**src/design/rbad_pkg.sv**
```systemverilog
// Package with the shared types and constants of the RGB565 block average downscaler.
`default_nettype none

package rbad_pkg;

    localparam int PIX_W     = 16;
    localparam int R_LSB     = 11;
    localparam int R_W       = 5;
    localparam int G_LSB     = 5;
    localparam int G_W       = 6;
    localparam int B_W       = 5;
    localparam int AVG_SHIFT = 6;
    localparam int REG_W     = 6;
    localparam int APB_W     = 32;
    localparam int ADDR_W    = 3;

    localparam logic [R_W-1:0]   R_MAX      = 5'h1F;
    localparam logic [G_W-1:0]   G_MAX      = 6'h3F;
    localparam logic [B_W-1:0]   B_MAX      = 5'h1F;
    localparam logic [REG_W-1:0] SIZE_RESET = 6'd28;

    // Widths that hold a block index or a block count at the largest supported size.
    localparam int CMD_IDX_W = 8;
    localparam int CMD_CNT_W = 9;

    typedef enum logic [0:0] {
        REG_WIDTH  = 1'b0,
        REG_HEIGHT = 1'b1
    } t_reg_idx;

    typedef struct packed {
        logic [PIX_W-1:0]     pixel;
        logic [CMD_IDX_W-1:0] blk;
        logic [CMD_CNT_W-1:0] w;
        logic                 band_end;
        logic                 frame_end;
    } t_cmd;

    typedef struct packed {
        logic valid;
        t_cmd cmd;
    } t_push;

    typedef struct packed {
        logic full;
        logic valid;
        t_cmd head;
    } t_q_stat;

endpackage

`default_nettype wire

```
**src/design/rbad_fifo.sv**
```systemverilog
// Two-entry command queue between the front end and the accumulate engine.
`default_nettype none

module rbad_fifo (
    input  wire logic              i_clk,
    input  wire logic              i_rst_n,
    input  wire rbad_pkg::t_push   i_push,
    input  wire logic              i_pop,
    output rbad_pkg::t_q_stat      o_stat
);
    rbad_pkg::t_cmd r_mem [2];
    logic           r_wp, r_rp;
    logic [1:0]     r_count, n_count;
    logic           do_push, do_pop;

    assign do_push = i_push.valid && (r_count != 2'd2);
    assign do_pop  = i_pop && (r_count != 2'd0);

    always_comb begin
        n_count = r_count;
        if (do_push && !do_pop) begin
            n_count = r_count + 2'd1;
        end else if (do_pop && !do_push) begin
            n_count = r_count - 2'd1;
        end
    end

    always_ff @(posedge i_clk) begin
        if (!i_rst_n) begin
            r_wp    <= 1'b0;
            r_rp    <= 1'b0;
            r_count <= 2'd0;
        end else begin
            r_count <= n_count;
            if (do_push) begin
                r_wp <= ~r_wp;
            end
            if (do_pop) begin
                r_rp <= ~r_rp;
            end
        end
    end

    always_ff @(posedge i_clk) begin
        if (do_push) begin
            r_mem[r_wp] <= i_push.cmd;
        end
    end

    always_comb begin
        o_stat.full  = (r_count == 2'd2);
        o_stat.valid = (r_count != 2'd0);
        o_stat.head  = r_mem[r_rp];
    end
endmodule

`default_nettype wire

```
**config.mk**
```make
export PLATFORM = sky130hd
export DESIGN_NAME = rbad_fifo
export DESIGN_NICKNAME = d
export VERILOG_FILES = /design/src/design/rbad_pkg.sv /design/src/design/rbad_fifo.sv
export SDC_FILE = /design/constraint.sdc
export NUM_CORES = 1
export LEC_CHECK = 0
export ABC_CLOCK_PERIOD_IN_PS = 5100
export BUFFER_PORTS_ARGS = -buffer_cell sky130_fd_sc_hd__buf_2
export CAP_MARGIN = 20
export CORE_MARGIN = 2
export CORE_UTILIZATION = 40
export CTS_CLUSTER_SIZE = 20
export DETAILED_ROUTE_END_ITERATION = 16
export PLACE_DENSITY_LB_ADDON = 0.05
export SYNTH_ARGS = -nofsm -noshare
export SYNTH_HDL_FRONTEND = slang
export SYNTH_SLANG_ARGS = --single-unit
```
**constraint.sdc**
```tcl
create_clock -name i_clk -period 5.1 [get_ports i_clk]
set_input_delay 0.51 -clock i_clk [delete_from_list [all_inputs] [get_ports i_clk]]
set_output_delay 0.51 -clock i_clk [all_outputs]
set_load 0.03 [all_outputs]
```
# Yosys cells after proc, flatten, opt, wreduce, memory -nomap -nowiden
# Memory sizes are Yosys's and may differ from the RTL's. A register that Yosys moved wholly into a read port is not among the register bits.
# Cells that the tools add are included.
# totals
out_inout_bits	37
mem_count	1
reg_bits	4
elab_cells	24
in_bits	39
ramBits	70
latchBits	0
mem_bits_ro	0
# memory_table
memory	depth	width	rd	rd_clocked_by_memory_dff	wr	line_no	rtl
r_mem	2	35	1	1	1	rbad_fifo.sv:11	rbad_pkg::t_cmd r_mem [2];
# op_classes
n_eq_ne	2
shift	0
multipliers	0
reduce_logical	8
div_mod_pow	0
n_addsub	2
muxes	6
magnitude_cmp	0
bitwise_logic	2
# op_table
cell	count
$logic_and A1 B1 Y1	4
$mux W1	4
$mux W2	2
$reduce_bool A2 Y1	2
$add A2 B1 Y2 const B	1
$eq A2 B2 Y1 const B	1
$logic_not A1 Y1	2
$ne A2 B2 Y1 const B	1
$not A1 Y1	2
$sub A2 B1 Y2 const B	1

# Depth between registers and ports, before layout
# logic_depth
depth_word	6
mapped_depth	7

# Least setup slack after synthesis
# OpenSTA, ideal clock, no wires.
# synth_timing
path_type	reg2reg
startpoint	register r_count[0]
endpoint	memory r_mem[0][0] in the netlist's numbering, enable pin
t_required_ns	4.677
synth_period_minus_slack_ns	2.473
path_stages_with_launch	4
t_arrival_ns	2.050
setup_time_ns	0.423
path_slack_ns	2.627
cell_sequence	dfxtp_1 -> nand2b_1 -> inv_2 -> nor3_2
# synth_between
elab_chain_len	4
# synth_lines
item	line_no	rtl
start, declared	rbad_fifo.sv:13	logic [1:0] r_count, n_count;
start signal, assigned	rbad_fifo.sv:34	r_count <= n_count;
$ne A2 B2 Y1	rbad_fifo.sv:16	assign do_push = i_push.valid && (r_count != 2'd2);
$logic_and A1 B1 Y1	rbad_fifo.sv:16	
$mux W1	rbad_fifo.sv:45	if (do_push) begin
$mux W1 (not written as such)	rbad_fifo.sv:46	r_mem[r_wp] <= i_push.cmd;
end, declared	rbad_fifo.sv:11	
# No other way between the ends.

==> flow_metrics.tcl <==
set metrics [dict create \
    outcome "finished, final reports clean" \
    htreeDepth 3 \
    synth.cell_area_sq_mm 0.002760 \
    yosysTopAreaCellShare_pct 76.16 \
    post-route-drc-count 0 \
    cts.sinks 75 \
    comb_power_share_pct 27.7 \
    power_density_mw_per_mm2 560.9 \
    cts_resized 0 \
    critPathMaxStageDelay_ps 880 \
    dieWidth_microns 87.07 \
    seqPwrFrac_pct 43.0 \
    clk_latency_ps 330 \
    finalHoldViolCount 0 \
    hp-class "in2reg" \
    rr_worst_depth 4 \
    cts_root_buf "clkbuf_8" \
    worst-path-buf-inv 1 \
    rsz0062_at_grt "false" \
    fill_cells 574 \
    grt_overflow 0 \
    io_buffers 75 \
    ant_nets 0 \
    track_usage_pct 12.65 \
    grt_pass1_vias 1471 \
    setup_viol 0 \
    switching_share_pct 30.67 \
    clock_path_buffers 2 \
    period_minus_slack_ps 2342 \
    end_kind "output port" \
    postSynthAreaPerCell_sq_um 20.60 \
    syn-num-nets 174 \
    finalMaxSlewViolations 0 \
    antenna_found_initial 0 \
    ctsHoldBuffers 0 \
    p_switching_uw 598.5 \
    holdPathStages 1 \
    diodes 0 \
    yosysMostFrequentCell "edfxtp_1" \
    synth-main-ff-cell "edfxtp_1" \
    required_ps 4590 \
    setup_tns_ps 0 \
    synth_common_cells "70 x edfxtp_1, 35 x mux2_2, 5 x dfxtp_1" \
    area_delta_synth_final_pct 26.07 \
    cts.clk_slew.worst_paths_ps 70 \
    vias_per_cell 4.705 \
    path_class "reg2out" \
    synth_seq_cells 75 \
    die_h_microns 87.07 \
    start_kind "flip-flop" \
    max_cap_violations 0 \
    worstPathArrival_ps 1830 \
    cp_slowest_cell "dfxtp_2" \
    initial_core_util_pct 41.08 \
    path_depth 2 \
    cp_max_fo 35 \
    async_flop_share_pct 0 \
    synth.area.top_cells "edfxtp_1 76%, mux2_2 14%, dfxtp_1 3.6%, buf_4 0.82%, and2_1 0.68%" \
    p_leak_uw 0.001315 \
    yosys_warnings 0 \
    dr.pass1.iters 4 \
    grt_max_degree 36 \
    final_nets 257 \
    period_share_pct 45.92 \
    fmax_mhz 427.0 \
    wl_mm 4.616 \
    peakVddDrop_mv 0.3155 \
    crit_family "flip-flops" \
    path_cells "mux2_2 > buf_2" \
    worstMarginPinSlew_ps 878.8 \
    drtIter0Drc 44 \
    p_clk_share_pct 29.2 \
    grt_first_pass_wirelength_mm 6.913 \
    cts_tree "yes" \
    avgRoutedWirePerCell_microns 15.28 \
    place_ws_ps 2892 \
    seq_area_frac_synth_pct 79.78 \
    cts_made_buffers 9 \
    drive_above_1_share_pct 58.11 \
    num_io_pins 76 \
    max-slew-margin-rel_pct 41.23 \
    synth-edff-count 70 \
    post-cts-setup-buffers 0 \
    dieArea_sq_mm 0.007581 \
    synth.distinct_cells 22 \
    place_hpwl_mm 3.029 \
    vias 1421 \
    rows 30 \
    gp_congestion 0.7358 \
    synth.largest_area_cell "edfxtp_1" \
    design.core.area_sq_mm 0.006719 \
    synth_cells 134 \
    rrSetupSlack_ps 3020 \
    clock_skew_ps 7.222 \
    internal-power_uw 1353 \
    setup_ws_ps 2758 \
]
==> kinds of logic (layout without fill, tap and decap cells) <==
family                     count (synthesis)  in the layout  share of synthesized area, %
DFF                                       75             75                         79.78
muxes                                     35             35                         14.28
and+or+nand+nor                            9              9                         2.086
buffers and inverters                      6             94                         1.269
AOI/OAI and AO/OA                          5              5                         1.179
xor gates and xnor gates                   3              3                        0.9521
adders and majority gates                  1              1                        0.4532
==> metal layers <==
metal,vias to the layer above,global-route usage [%],part of all wire (%)
li1,686,-,-
met1,682,13.67,40
met2,45,21.44,53
met3,8,4.455,5.8
met4,0,7.244,1.4
met5,-,0,0
==> per-stage QoR <==
stage | total power [uW] | hold slack, ps | utilization, % | instance area (sq um) | instances
final | 1952 | 358.2 | 51.79 | 3480 | 302
after global routing | 2040 | 338.7 | 51.79 | 3480 | 302
after CTS | 1978 | 338.4 | 51.79 | 3480 | 302
after detailed placement | 1407 | 531.2 | 47.99 | 3224 | 286
after global placement | 1392 | 497.7 | 47.99 | 3224 | 286
after floorplan | 1255 | 478.5 | - | 2760 | 134
==> sequential cells by signal, summed over array words and instances, names as in the netlist, named ones only <==
signal and flops:
r_mem 70, r_rp 1, r_wp 1, r_count 2
==> power groups by stage <==
| stage | Sequential, uW | Combinational, uW | Clock, uW |
|---|---|---|---|
| final | 840 | 541 | 571 |
| after global routing | 853 | 577 | 611 |
| after global placement | 850 | 542 | 0 |
| after floorplan | 808 | 447 | 0 |
| after CTS | 844 | 551 | 583 |
| after detailed placement | 858 | 549 | 0 |
==> final timing paths <==
path                           start                      end
max                        flip-flop                o_stat[7]
min                        i_push[1]    r_mem[1][1]$_DFFE_PP_
max reg2reg  r_count[0]$_SDFFE_PN0P_   r_mem[0][28]$_DFFE_PP_
min reg2reg  r_count[1]$_SDFFE_PN0P_  r_count[1]$_SDFFE_PN0P_
==> layout make-up <==
type / count / area (sq um) / share of cell area (%)
clock buffers: 10 / 127.6 / 3.668
multi-input cells: 53 / 530.5 / 15.25
well taps: 80 / 100.1 / 2.877
inverters: 2 / 7.507 / 0.2157
clock inverters: 6 / 127.6 / 3.668
repair buffers: 76 / 382.9 / 11.00
flip-flops and latches: 75 / 2203 / 63.32
==> worst register-to-register path, stage by stage (launching register included) <==
cell	delay, ps
dfxtp_1	430
nand2b_1	180
inv_2	70
nor3_4	670
buf_4	420
==> cells in the final DEF (no fill, tap or decap) <==
cell type	instances
and3_2	1
nor2_1	1
o21a_1	1
or3_1	1
buf_2	75
dfxtp_2	1
buf_4	1
xor2_1	1
or2_2	1
nand2b_1	1
inv_2	1
dfxtp_1	4
o21ai_0	1
xnor2_1	2
clkinv_1	2
clkbuf_8	9
inv_1	1
nor3_4	1
edfxtp_1	70
a21boi_0	1
bufinv_16	4
ha_1	1
and2_1	3
clkbuf_1	1
mux2_2	35
a21boi_1	1
o21ai_1	1
(Power assumes the default switching activity.)
