===== config.mk =====
export PLATFORM = sky130hd
export DESIGN_NAME = rbad_front_flat
export DESIGN_NICKNAME = d
export VERILOG_FILES = /design/src/design/rbad_pkg.sv /design/src/design/rbad_pix_if.sv /design/src/design/rbad_front.sv /design/src/flat_wrapper.sv
export SDC_FILE = /design/constraint.sdc
export NUM_CORES = 1
export LEC_CHECK = 0
export BUFFER_PORTS_ARGS = -buffer_cell sky130_fd_sc_hd__buf_2
export CORE_MARGIN = 1.5
export CORE_UTILIZATION = 46
export DETAILED_ROUTE_END_ITERATION = 16
export PLACE_DENSITY = 0.87
export SYNTH_ARGS = -nofsm -noshare
export SYNTH_HDL_FRONTEND = slang
export SYNTH_SLANG_ARGS = --single-unit

===== constraint.sdc =====
create_clock -name i_clk -period 8.2 [get_ports i_clk]
set_input_delay 1.64 -clock i_clk [delete_from_list [all_inputs] [get_ports i_clk]]
set_output_delay 1.64 -clock i_clk [all_outputs]
set_load 0.01 [all_outputs]

===== src/design/rbad_pkg.sv =====
// Package with the shared types and constants of the RGB565 block average downscaler.
`default_nettype none

package rbad_pkg;

    localparam int PIX_W     = 16;
    localparam int R_LSB     = 11;
    localparam int R_W       = 5;
    localparam int G_LSB     = 5;
    localparam int G_W       = 6;
    localparam int B_W       = 5;
    localparam int AVG_SHIFT = 6;
    localparam int REG_W     = 6;
    localparam int APB_W     = 32;
    localparam int ADDR_W    = 3;

    localparam logic [R_W-1:0]   R_MAX      = 5'h1F;
    localparam logic [G_W-1:0]   G_MAX      = 6'h3F;
    localparam logic [B_W-1:0]   B_MAX      = 5'h1F;
    localparam logic [REG_W-1:0] SIZE_RESET = 6'd28;

    // Widths that hold a block index or a block count at the largest supported size.
    localparam int CMD_IDX_W = 8;
    localparam int CMD_CNT_W = 9;

    typedef enum logic [0:0] {
        REG_WIDTH  = 1'b0,
        REG_HEIGHT = 1'b1
    } t_reg_idx;

    typedef struct packed {
        logic [PIX_W-1:0]     pixel;
        logic [CMD_IDX_W-1:0] blk;
        logic [CMD_CNT_W-1:0] w;
        logic                 band_end;
        logic                 frame_end;
    } t_cmd;

    typedef struct packed {
        logic valid;
        t_cmd cmd;
    } t_push;

    typedef struct packed {
        logic full;
        logic valid;
        t_cmd head;
    } t_q_stat;

endpackage

`default_nettype wire


===== src/design/rbad_pix_if.sv =====
// Interface for the input pixel channel.
`default_nettype none

interface rbad_pix_if;
    logic                      valid;
    logic                      ready;
    logic [rbad_pkg::PIX_W-1:0] pixel;

    modport source (output valid, output pixel, input ready);
    modport sink   (input valid, input pixel, output ready);
endinterface

`default_nettype wire


===== src/design/rbad_front.sv =====
// Front end: accepts pixels, tracks column, row and band position, and queues commands.
`default_nettype none

module rbad_front #(
    parameter int MAX_BLOCKS = 32,
    parameter int BLOCK_SIZE = 8
) (
    input  wire logic                        i_clk,
    input  wire logic                        i_rst_n,
    rbad_pix_if.sink                         i_pix,
    input  wire logic [rbad_pkg::REG_W-1:0]  i_width_blocks,
    input  wire logic [rbad_pkg::REG_W-1:0]  i_height_blocks,
    input  wire rbad_pkg::t_q_stat           i_q_stat,
    output rbad_pkg::t_push                  o_push
);
    localparam int IDX_W = (MAX_BLOCKS > 1) ? $clog2(MAX_BLOCKS) : 1;
    localparam int W_W   = $clog2(MAX_BLOCKS + 1);
    localparam int PC_W  = $clog2(BLOCK_SIZE);
    localparam int CW    = rbad_pkg::CMD_CNT_W;

    logic [IDX_W-1:0] r_blk, n_blk;
    logic [PC_W-1:0]  r_pix, n_pix;
    logic [PC_W-1:0]  r_row, n_row;
    logic [W_W-1:0]   r_band, n_band;

    logic [CW-1:0] wr, hr, w_cl, h_cl, blk_ext, band_inc;
    logic          last_pix, row_end, last_row, band_end, frame_end, accept;

    // Size registers: zero acts as one, anything above the block limit acts as the limit.
    always_comb begin
        wr = CW'(i_width_blocks);
        hr = CW'(i_height_blocks);
        if (wr == '0) begin
            w_cl = CW'(1);
        end else if (wr > CW'(MAX_BLOCKS)) begin
            w_cl = CW'(MAX_BLOCKS);
        end else begin
            w_cl = wr;
        end
        if (hr == '0) begin
            h_cl = CW'(1);
        end else if (hr > CW'(MAX_BLOCKS)) begin
            h_cl = CW'(MAX_BLOCKS);
        end else begin
            h_cl = hr;
        end
    end

    assign accept    = i_pix.valid && i_pix.ready;
    assign blk_ext   = CW'(r_blk);
    assign last_pix  = (r_pix == PC_W'(BLOCK_SIZE - 1));
    // The row ends once the column position reaches or passes the row length.
    assign row_end   = (blk_ext >= w_cl) || (last_pix && ((blk_ext + CW'(1)) >= w_cl));
    assign last_row  = (r_row == PC_W'(BLOCK_SIZE - 1));
    assign band_end  = row_end && last_row;
    assign band_inc  = CW'(r_band) + CW'(1);
    assign frame_end = band_end && (band_inc >= h_cl);

    always_comb begin
        n_blk  = r_blk;
        n_pix  = r_pix;
        n_row  = r_row;
        n_band = r_band;
        if (accept) begin
            if (row_end) begin
                n_blk = '0;
                n_pix = '0;
                n_row = last_row ? '0 : r_row + PC_W'(1);
                if (band_end) begin
                    n_band = frame_end ? '0 : W_W'(band_inc);
                end
            end else if (last_pix) begin
                n_pix = '0;
                n_blk = r_blk + IDX_W'(1);
            end else begin
                n_pix = r_pix + PC_W'(1);
            end
        end
    end

    always_ff @(posedge i_clk) begin
        if (!i_rst_n) begin
            r_blk  <= '0;
            r_pix  <= '0;
            r_row  <= '0;
            r_band <= '0;
        end else begin
            r_blk  <= n_blk;
            r_pix  <= n_pix;
            r_row  <= n_row;
            r_band <= n_band;
        end
    end

    assign i_pix.ready = !i_q_stat.full;

    always_comb begin
        o_push.valid         = accept;
        o_push.cmd.pixel     = i_pix.pixel;
        o_push.cmd.blk       = rbad_pkg::CMD_IDX_W'(r_blk);
        o_push.cmd.w         = w_cl;
        o_push.cmd.band_end  = band_end;
        o_push.cmd.frame_end = frame_end;
    end
endmodule

`default_nettype wire


===== src/flat_wrapper.sv =====
// flat-port wrapper written by rule: the top's interface ports become plain ports
module rbad_front_flat 
#(
    parameter int MAX_BLOCKS = 32,
    parameter int BLOCK_SIZE = 8
)
  (i_clk, i_rst_n, i_width_blocks, i_height_blocks, i_q_stat, o_push, i_pix_valid, i_pix_pixel, i_pix_ready);
  rbad_pix_if i_pix_i ();
  input  wire logic i_clk;
  input  wire logic i_rst_n;
  input  wire logic [rbad_pkg::REG_W-1:0] i_width_blocks;
  input  wire logic [rbad_pkg::REG_W-1:0] i_height_blocks;
  input  wire rbad_pkg::t_q_stat i_q_stat;
  output rbad_pkg::t_push o_push;
  input wire logic [$bits(i_pix_i.valid)-1:0] i_pix_valid;
  input wire logic [$bits(i_pix_i.pixel)-1:0] i_pix_pixel;
  output wire logic [$bits(i_pix_i.ready)-1:0] i_pix_ready;
  assign i_pix_i.valid = i_pix_valid;
  assign i_pix_i.pixel = i_pix_pixel;
  assign i_pix_ready = i_pix_i.ready;
  rbad_front #(.MAX_BLOCKS(MAX_BLOCKS), .BLOCK_SIZE(BLOCK_SIZE)) u_core (.i_clk(i_clk), .i_rst_n(i_rst_n), .i_pix(i_pix_i), .i_width_blocks(i_width_blocks), .i_height_blocks(i_height_blocks), .i_q_stat(i_q_stat), .o_push(o_push));
endmodule

; Word level (Yosys, flattened, before mapping)
; Index checks and enable logic that the tools add are counted.
[word_totals]
reg_bits = 17
out_inout_bits = 37
word_cells = 38
[op_classes]
add_sub_neg = 5
order_cmp = 5
eq_ne = 2
muxes = 10
reduce_logical = 12
[op_table]
columns = op, n
row1 = $ge 9x9->1, 2
row2 = $mux 6, 3
row3 = $mux 9, 2
row4 = $gt 6x6->1 const B, 2
row5 = $logic_not 6->1, 2
row6 = $mux 5, 2
row7 = $ge 5x9->1, 1
row8 = $mux 3, 3
row9 = $add 6x1->7 const B, 1
row10 = $add 3x1->3 const B, 2
row11 = $add 5x1->6 const B, 1
row12 = $eq 3x3->1 const B, 2
row13 = $add 5x1->5 const B, 1
row14 = $logic_and 1x1->1, 4
row15 = $reduce_and 2->1, 2
row16 = $reduce_and 3->1, 1
row17 = $reduce_bool 2->1, 1
row18 = $logic_not 1->1, 1
row19 = $logic_or 1x1->1, 1

; Depth between registers and ports, before layout
; Gate-level depths: netlist of run 1.
[logic_depth]
word_depth = 9
depth_mapped = 11
depth_no_buf = 10

; Worst setup path after synthesis of run 1
; OpenSTA, ideal clock, no wires.
[synth_timing]
kind = input -> output
startpoint = input i_width_blocks[4] (netlist bit)
endpoint = output o_push[0] (netlist bit)
arrival_ns = 3.549
t_required_ns = 6.560
setup_slack_ns = 3.011
cell_stages = 11
cell_sequence = nor4_1 -> nor2_1 -> nor2_1 -> ha_1 -> nand2b_1 -> a21o_1 -> a21o_4 -> nor2_1 -> nor2b_1 -> nor2b_1 -> buf_4
[synth_rtl]
columns = element, line_no
row1 = start: declaration, flat_wrapper.sv:11  ; input wire logic [rbad_pkg::REG_W-1:0] i_width_blocks;
row2 = end: declaration, flat_wrapper.sv:14  ; output rbad_pkg::t_push o_push;

==> summary.txt, run 1 <==
==================================================================================================
Status                                                                                finished clean
Count of flip-flops with a built-in enable after synthesis                                       0
Hpwl dp                                                                                    2359 um
Data required time at the worst endpoint                                                   6.56 ns
Fraction of final layout cells sized beyond drive strength 1                                0.1860
HP Start                                                                              u_core.r_row[2]
Routed via count divided by cell count                                                       5.138
Biggest area contributors in the synthesized netlist                                  dfxtp_1 21%, ha_1 18%, buf_4 12%, nand2_1 7.0%, nand3_1 3.7%
Post-synth top area share                                                                   0.2118
Overall via count from detail_route                                                           1341
Post-route core utilization                                                                 0.4961
Sum of negative setup slack                                                                   0 ns
Number of inserted diodes                                                                        0
Remaining antenna violation count                                                                0
Setup repair after global routing missed its margin                                          false
TritonCTS clock tree                                                                         built
Filler cells                                                                                   317
DRT iter0 DRCs                                                                                  69
Maximum clock frequency                                                                 0.1848 GHz
Cts bufs inserted                                                                                3
LEAKAGE                                                                                  0.8185 nW
Power spent charging and discharging nets                                             0.00004634 W
Synth Warn #                                                                                     0
Number of antenna violations at the first check in global routing                                0
Number of hold violations in the final report                                                    0
Post-synthesis instance area                                                             1607 um^2
Maxcap violations                                                                                0
Global placement routability congestion                                                     0.8084
Power Internal                                                                         0.0001139 W
GRT Resource Usage Total                                                                    0.1608
Worst-skew pair later-pin latency                                                          0.30 ns
Area added between synthesis and finish                                                     3.038%
Startpoint Class                                                                         input pin
Proportion of synthesized flip-flops having asynchronous set or reset                            0
Max H-tree Level                                                                                 1
Post-route cell area                                                                     1655 um^2
Floorplan Core Area                                                                      3337 um^2
Total overflow reported by the global router                                                     0
Power density cells                                                                   96.81 nW/um^2
Setup WS post-layout                                                                      2.787 ns
Wire length of the first global-routing pass                                               4836 um
Max-slew violation total from the final report                                                   0
Maximum fanout along the worst path                                                              5
CTS Hold Bufs                                                                                    0
Worst setup slack for register-to-register paths                                           5.51 ns
Die extent in x                                                                           62.10 um
Io pins                                                                                        105
Setup repair bufs after CTS                                                                      0
Clock transition time at the flip-flop clock pins of the worst setup and hold paths        0.10 ns
Die Ht                                                                                    62.10 um
Number of resized instances in the post-cts repair step                                          0
Reg2Reg Depth                                                                                   10
Clock network power share                                                                    0.293
Detailed Routing Iterations Pass 1                                                               4
Site Rows                                                                                       21
Mean instance size in the synthesized netlist                                           7.837 um^2
WL final                                                                                   2786 um
Routed wire per std cell                                                                  10.67 um
Hold Path Sink                                                                        u_core.r_row[2]
Min-Delay Path Class                                                                  flop to flop
Area leader, netlist                                                                       dfxtp_1
Fraction of power consumed by combinational cells                                            0.185
Number of global-route vias before repair                                                     1192
Tmin final                                                                                5.413 ns
Count of port buffers added during placement                                                    30
Hold Path Stages                                                                                 2
Total Die Area                                                                           3856 um^2
Post-route fraction of the period consumed by the critical path                             0.6601
Starting Density                                                                            0.4814
Post-placement worst setup slack                                                          2.757 ns
Total DRC errors in the routed layout                                                            0
Share of synthesized area occupied by flip-flops and latches                                0.2118
CTS sink count                                                                                  17
Number of nets in the layout                                                                   307
Netlist cell types                                                                              43
Critical path class                                                                   input pin to output port
Clock root buffer                                                                         clkbuf_4
Crit path capture type                                                                 output port
Most frequently used cell type in the post-synthesis netlist                               nand2_1
Net switching share of the total power                                                      0.2891
Maximum root-to-sink buffer count                                                                2
Setup violations, final                                                                          0
Largest net degree at the start of global routing                                               18
Part of the total power dissipated in sequential elements                                    0.522
Most used flip-flop cell after synthesis                                                   dfxtp_1
Max rail drop VDD                                                                       0.04108 mV
Leading post-synthesis cells by instance count                                        30 x nand2_1, 26 x buf_4, 23 x ha_1
Arrival time at the worst endpoint                                                         3.77 ns
Post-synthesis register bit count                                                               17
Endpoint of the most critical register-to-register path                               u_core.r_band[3]
Number of standard cells after synthesis                                                       205
Max Clock Skew                                                                          0.01567 ns
Placed inst area                                                                         1625 um^2
R2R Path Start                                                                        u_core.r_blk[0]
==================================================================================================
-- flip-flops by register name, summed over array words and instances (netlist names) --
name           flops
u_core.r_band      6
u_core.r_blk       5
u_core.r_pix       3
u_core.r_row       3
-- placed cells by master, fill, tap and decap left out, types with 3 or more instances in the layout --
cell type and n:
a21oi_1 9, a22o_1 3, and2_1 3, buf_2 30, clkbuf_4 3, conb_1 6, dfxtp_1 17, ha_1 23
inv_1 12, nand2_1 30, nand2b_1 4, nand3_1 12, nor2_1 10, nor2b_1 6, o21ai_0 7, xnor2_1 3
xor2_1 3
-- critical path, stage by stage --
cell and delay, ns:
buf_2 0.11, nor4_1 0.25, nor2_1 0.06, nor2_1 0.20, ha_1 0.28, nand2b_1 0.15
a21o_1 0.20, a21o_4 0.22, nor2_1 0.25, nor2b_1 0.12, nor2b_1 0.14, buf_2 0.14
-- layout make-up --
class | instances | area [um^2] | area share
clock buffer | 3 | 22.52 | 0.01361
tap | 46 | 57.56 | 0.03477
sequential | 17 | 340.3 | 0.2056
clock inverter | 1 | 7.507 | 0.004535
multi-input combinational | 151 | 1028 | 0.6213
inverter | 13 | 48.80 | 0.02948
timing repair buffer | 30 | 150.1 | 0.09070
-- logic make-up after synthesis --
| kind of cell | Yosys count | synth area share |
|---|---|---|
| flip-flops | 17 | 0.2118 |
| AND/OR/NAND/NOR | 75 | 0.2368 |
| multiplexers | 2 | 0.01246 |
| XOR/XNOR | 6 | 0.03272 |
| buffers and inverters | 42 | 0.1597 |
| AO/OA/AOI/OAI | 39 | 0.1651 |
| adder cells (fa/ha/maj) | 23 | 0.1791 |
| other | 1 | 0.002334 |
-- how the worst max path moves through the flow --
stage                      startpoint         to  depth (start not counted)
floorplan           i_width_blocks[4]  o_push[0]                         11
global placement    i_width_blocks[4]  o_push[0]                         12
detailed placement  i_width_blocks[4]  o_push[0]                         12
CTS                 i_width_blocks[4]  o_push[0]                         12
global route        i_width_blocks[4]  o_push[0]                         12
finish              i_width_blocks[2]  o_push[0]                         12
-- per-layer routing --
| layer | vias up | global-route usage | share of wire |
|---|---|---|---|
| met4 | 0 | 0.06079 | 0.024 |
| met1 | 598 | 0.2208 | 0.46 |
| met3 | 6 | 0.008282 | 0.039 |
| met2 | 36 | 0.2649 | 0.48 |
| li1 | 701 | - | - |
| met5 | - | 0 | 0 |
-- power by group through the flow --
| stage | registers, W | clock network [W] | logic [W] |
|---|---|---|---|
| after floorplan | 0.0000854 | 0 | 0.0000309 |
| after global placement | 0.0000855 | 0 | 0.0000289 |
| after detailed placement | 0.0000855 | 0 | 0.0000298 |
| after CTS | 0.0000837 | 0.0000481 | 0.0000299 |
| after global routing | 0.0000838 | 0.0000532 | 0.0000339 |
| final | 0.0000837 | 0.0000469 | 0.0000297 |
-- through the flow --
step	hold WS, ns	cells	power, W
after floorplan	0.4385	210	0.0001163
after global placement	0.4471	257	0.0001144
after detailed placement	0.4562	257	0.0001153
after CTS	0.4716	261	0.0001616
after global routing	0.5054	261	0.0001709
final	0.4666	261	0.0001603
Power figures use the tool's default switching activity.
==> inputs of run 2 (changes only) <==
--- a/config.mk
+++ b/config.mk
@@ -7,9 +7,9 @@
 export LEC_CHECK = 0
 export BUFFER_PORTS_ARGS = -buffer_cell sky130_fd_sc_hd__buf_2
 export CORE_MARGIN = 1.5
-export CORE_UTILIZATION = 46
+export CORE_UTILIZATION = 38
 export DETAILED_ROUTE_END_ITERATION = 16
-export PLACE_DENSITY = 0.87
+export PLACE_DENSITY = 0.77
 export SYNTH_ARGS = -nofsm -noshare
 export SYNTH_HDL_FRONTEND = slang
 export SYNTH_SLANG_ARGS = --single-unit
==> constraint.sdc (replaced) <==
create_clock -name i_clk -period 4.4 [get_ports i_clk]
set_input_delay 0.88 -clock i_clk [delete_from_list [all_inputs] [get_ports i_clk]]
set_output_delay 0.88 -clock i_clk [all_outputs]
set_load 0.01 [all_outputs]
==> run 2 against run 1 <==
  * Sequential power up 86%
  * Critical path depth unchanged
  * Largest cell class unchanged
  * Final area up 1.2%
==> summary.txt, run 2 (same netlist as run 1, synthesis figures left out) <==
==================================================================================================
Status                                                                                finished clean
Routed wire per std cell                                                                  10.80 um   +1.2%
Max rail drop VDD                                                                       0.08626 mV   +110%
Worst-skew pair later-pin latency                                                          0.25 ns   -0.05 ns
Die Ht                                                                                    68.02 um   +9.5%
Die extent in x                                                                           68.02 um   +9.5%
Clock transition time at the flip-flop clock pins of the worst setup and hold paths        0.06 ns   -0.04 ns
Area added between synthesis and finish                                                     4.284%
Maximum fanout along the worst path                                                              5   unchanged
Number of resized instances in the post-cts repair step                                          0   unchanged
Starting Density                                                                            0.3988   -0.08268
Number of antenna violations at the first check in global routing                                0   unchanged
Post-route fraction of the period consumed by the critical path                             0.8923
Setup repair after global routing missed its margin                                          false
Inst Count DP                                                                                  261   +1.6%
Maximum root-to-sink buffer count                                                                2   unchanged
WL final                                                                                   2863 um   +2.8%
Max H-tree Level                                                                                 1   unchanged
Total overflow reported by the global router                                                     0   unchanged
Total DRC errors in the routed layout                                                            0   unchanged
Crit path capture type                                                                 output port
Io pins                                                                                        105   unchanged
Maximum clock frequency                                                                 0.2547 GHz
DRT iter0 DRCs                                                                                  65   -5.8%
CTS Hold Bufs                                                                                    0   unchanged
Registers with the most flip-flops                                                    u_core.r_band x6, u_core.r_blk x5
Most used cells in the layout excluding fill and tap cells                            30 x nand2_1, 30 x buf_2, 23 x ha_1, 17 x dfxtp_1
Setup violations, final                                                                          0   unchanged
Setup repair bufs after CTS                                                                      0   unchanged
CTS sink count                                                                                  17   unchanged
Wire length of the first global-routing pass                                               4919 um   +1.7%
Sum of negative setup slack                                                                   0 ns   unchanged
Max Clock Skew                                                                         0.005607 ns   -0.01006 ns
HP Start                                                                              u_core.r_pix[1]
Number of hold violations in the final report                                                    0   unchanged
Startpoint Class                                                                         input pin
Critical path class                                                                   input pin to output port
Fraction of final layout cells sized beyond drive strength 1                                0.1814   -0.004651
Number of nets in the layout                                                                   307   unchanged
Detailed Routing Iterations Pass 1                                                               4   unchanged
Post-Layout Cell Count                                                                         265   +1.5%
Maxcap violations                                                                                0   unchanged
Clock root buffer                                                                         clkbuf_8
Min-Delay Path Class                                                                  flop to flop
Number of inserted diodes                                                                        0   unchanged
Data required time at the worst endpoint                                                   3.52 ns   -3.04 ns
Hold Path Sink                                                                        u_core.r_pix[1]
GRT Resource Usage Total                                                                    0.1337   -0.02708
Floorplan Core Area                                                                      4029 um^2   +21%
Power density cells                                                                   195.4 nW/um^2   +100%
Number of global-route vias before repair                                                     1170   -1.8%
Cts bufs inserted                                                                                3   unchanged
Overall via count from detail_route                                                           1332   -0.67%
Total Die Area                                                                           4627 um^2   +20%
Routed via count divided by cell count                                                       5.026   -2.2%
Count of port buffers added during placement                                                    30   unchanged
LEAKAGE                                                                                  0.8273 nW   +1.1%
Max-slew violation total from the final report                                                   0   unchanged
TritonCTS clock tree                                                                         built
Arrival time at the worst endpoint                                                         3.05 ns   -0.72 ns
Global placement routability congestion                                                     0.7615   -5.8%
Hpwl dp                                                                                    2394 um   +1.5%
Worst setup slack for register-to-register paths                                           1.72 ns   -3.79 ns
Largest net degree at the start of global routing                                               18   unchanged
Filler cells                                                                                   420   +32%
Reg2Reg Depth                                                                                   10   unchanged
R2R Path Start                                                                        u_core.r_blk[0]
Site Rows                                                                                       23   +9.5%
Remaining antenna violation count                                                                0   unchanged
Endpoint of the most critical register-to-register path                               u_core.r_band[3]
Flip-flop count of the largest register after layout                                             6   unchanged
Tmin final                                                                                3.926 ns
Hold Path Stages                                                                                 2   unchanged
Register with the most flip-flops                                                     u_core.r_band
==================================================================================================
==> run 2: changes by cell type in the layout (fill, tap and decap cells not counted) <==
cell / before / now
clkbuf_4: 3 / 0
clkbuf_1: 0 / 1
clkinvlp_4: 1 / 0
clkbuf_8: 0 / 3
==> run 2: layout make-up <==
type | count | area [um^2] | share of cell area
multi-input cells | 151 | 1028 | 0.6139
flip-flops and latches | 17 | 340.3 | 0.2031
repair buffers | 30 | 150.1 | 0.08962
well taps | 50 | 62.56 | 0.03734
inverters | 13 | 48.80 | 0.02913
clock buffers | 4 | 45.04 | 0.02689
==> run 2: critical path: stages <==
cell      delay [ns]
buf_2           0.10
nor4_1          0.28
nor2_1          0.06
nor2_1          0.21
ha_1            0.29
nand2b_1        0.15
a21o_1          0.20
a21o_4          0.22
nor2_1          0.25
nor2b_1         0.12
nor2b_1         0.14
buf_2           0.13
==> run 2: power by group <==
| part | internal [W] | switching [W] | total [W] | leakage, nW |
|---|---|---|---|---|
| logic | 0.0000225 | 0.0000326 | 0.0000551 | 0.667 |
| registers | 0.000155 | 0.000000739 | 0.000156 | 0.137 |
| clock network | 0.0000642 | 0.0000522 | 0.000116 | 0.0228 |
==> run 2: how the worst max path moves through the flow <==
stage	slack (ns)	startpoint	end
4_1_cts	0.47	i_width_blocks[4]	o_push[0]
3_3_place_gp	0.53	i_width_blocks[4]	o_push[0]
2_1_floorplan	0.73	i_width_blocks[4]	o_push[0]
3_5_place_dp	0.47	i_width_blocks[4]	o_push[0]
6_report	0.47	i_width_blocks[4]	o_push[0]
5_1_grt	0.27	i_width_blocks[4]	o_push[0]
==> run 2: metal layers <==
layer,track usage,part of all wire,vias to the layer above
met5,0,0,-
met4,0.05000,0.017,0
met3,0.006579,0.033,8
met2,0.2197,0.46,26
met1,0.1841,0.49,597
li1,-,-,701
==> run 2: metrics by stage <==
stage	cell area, um^2	util	power [W]	setup WS (ns)	hold WS [ns]
finish	1675	0.4158	0.0003273	0.4739	0.4680
global route	1675	0.4158	0.0003459	0.2664	0.4943
CTS	1675	0.4158	0.0003317	0.4674	0.4713
detailed placement	1630	0.4047	0.0002146	0.4743	0.4616
global placement	1630	0.4047	0.0002134	0.5293	0.4480
floorplan	1625	-	0.0002167	0.7309	0.4385
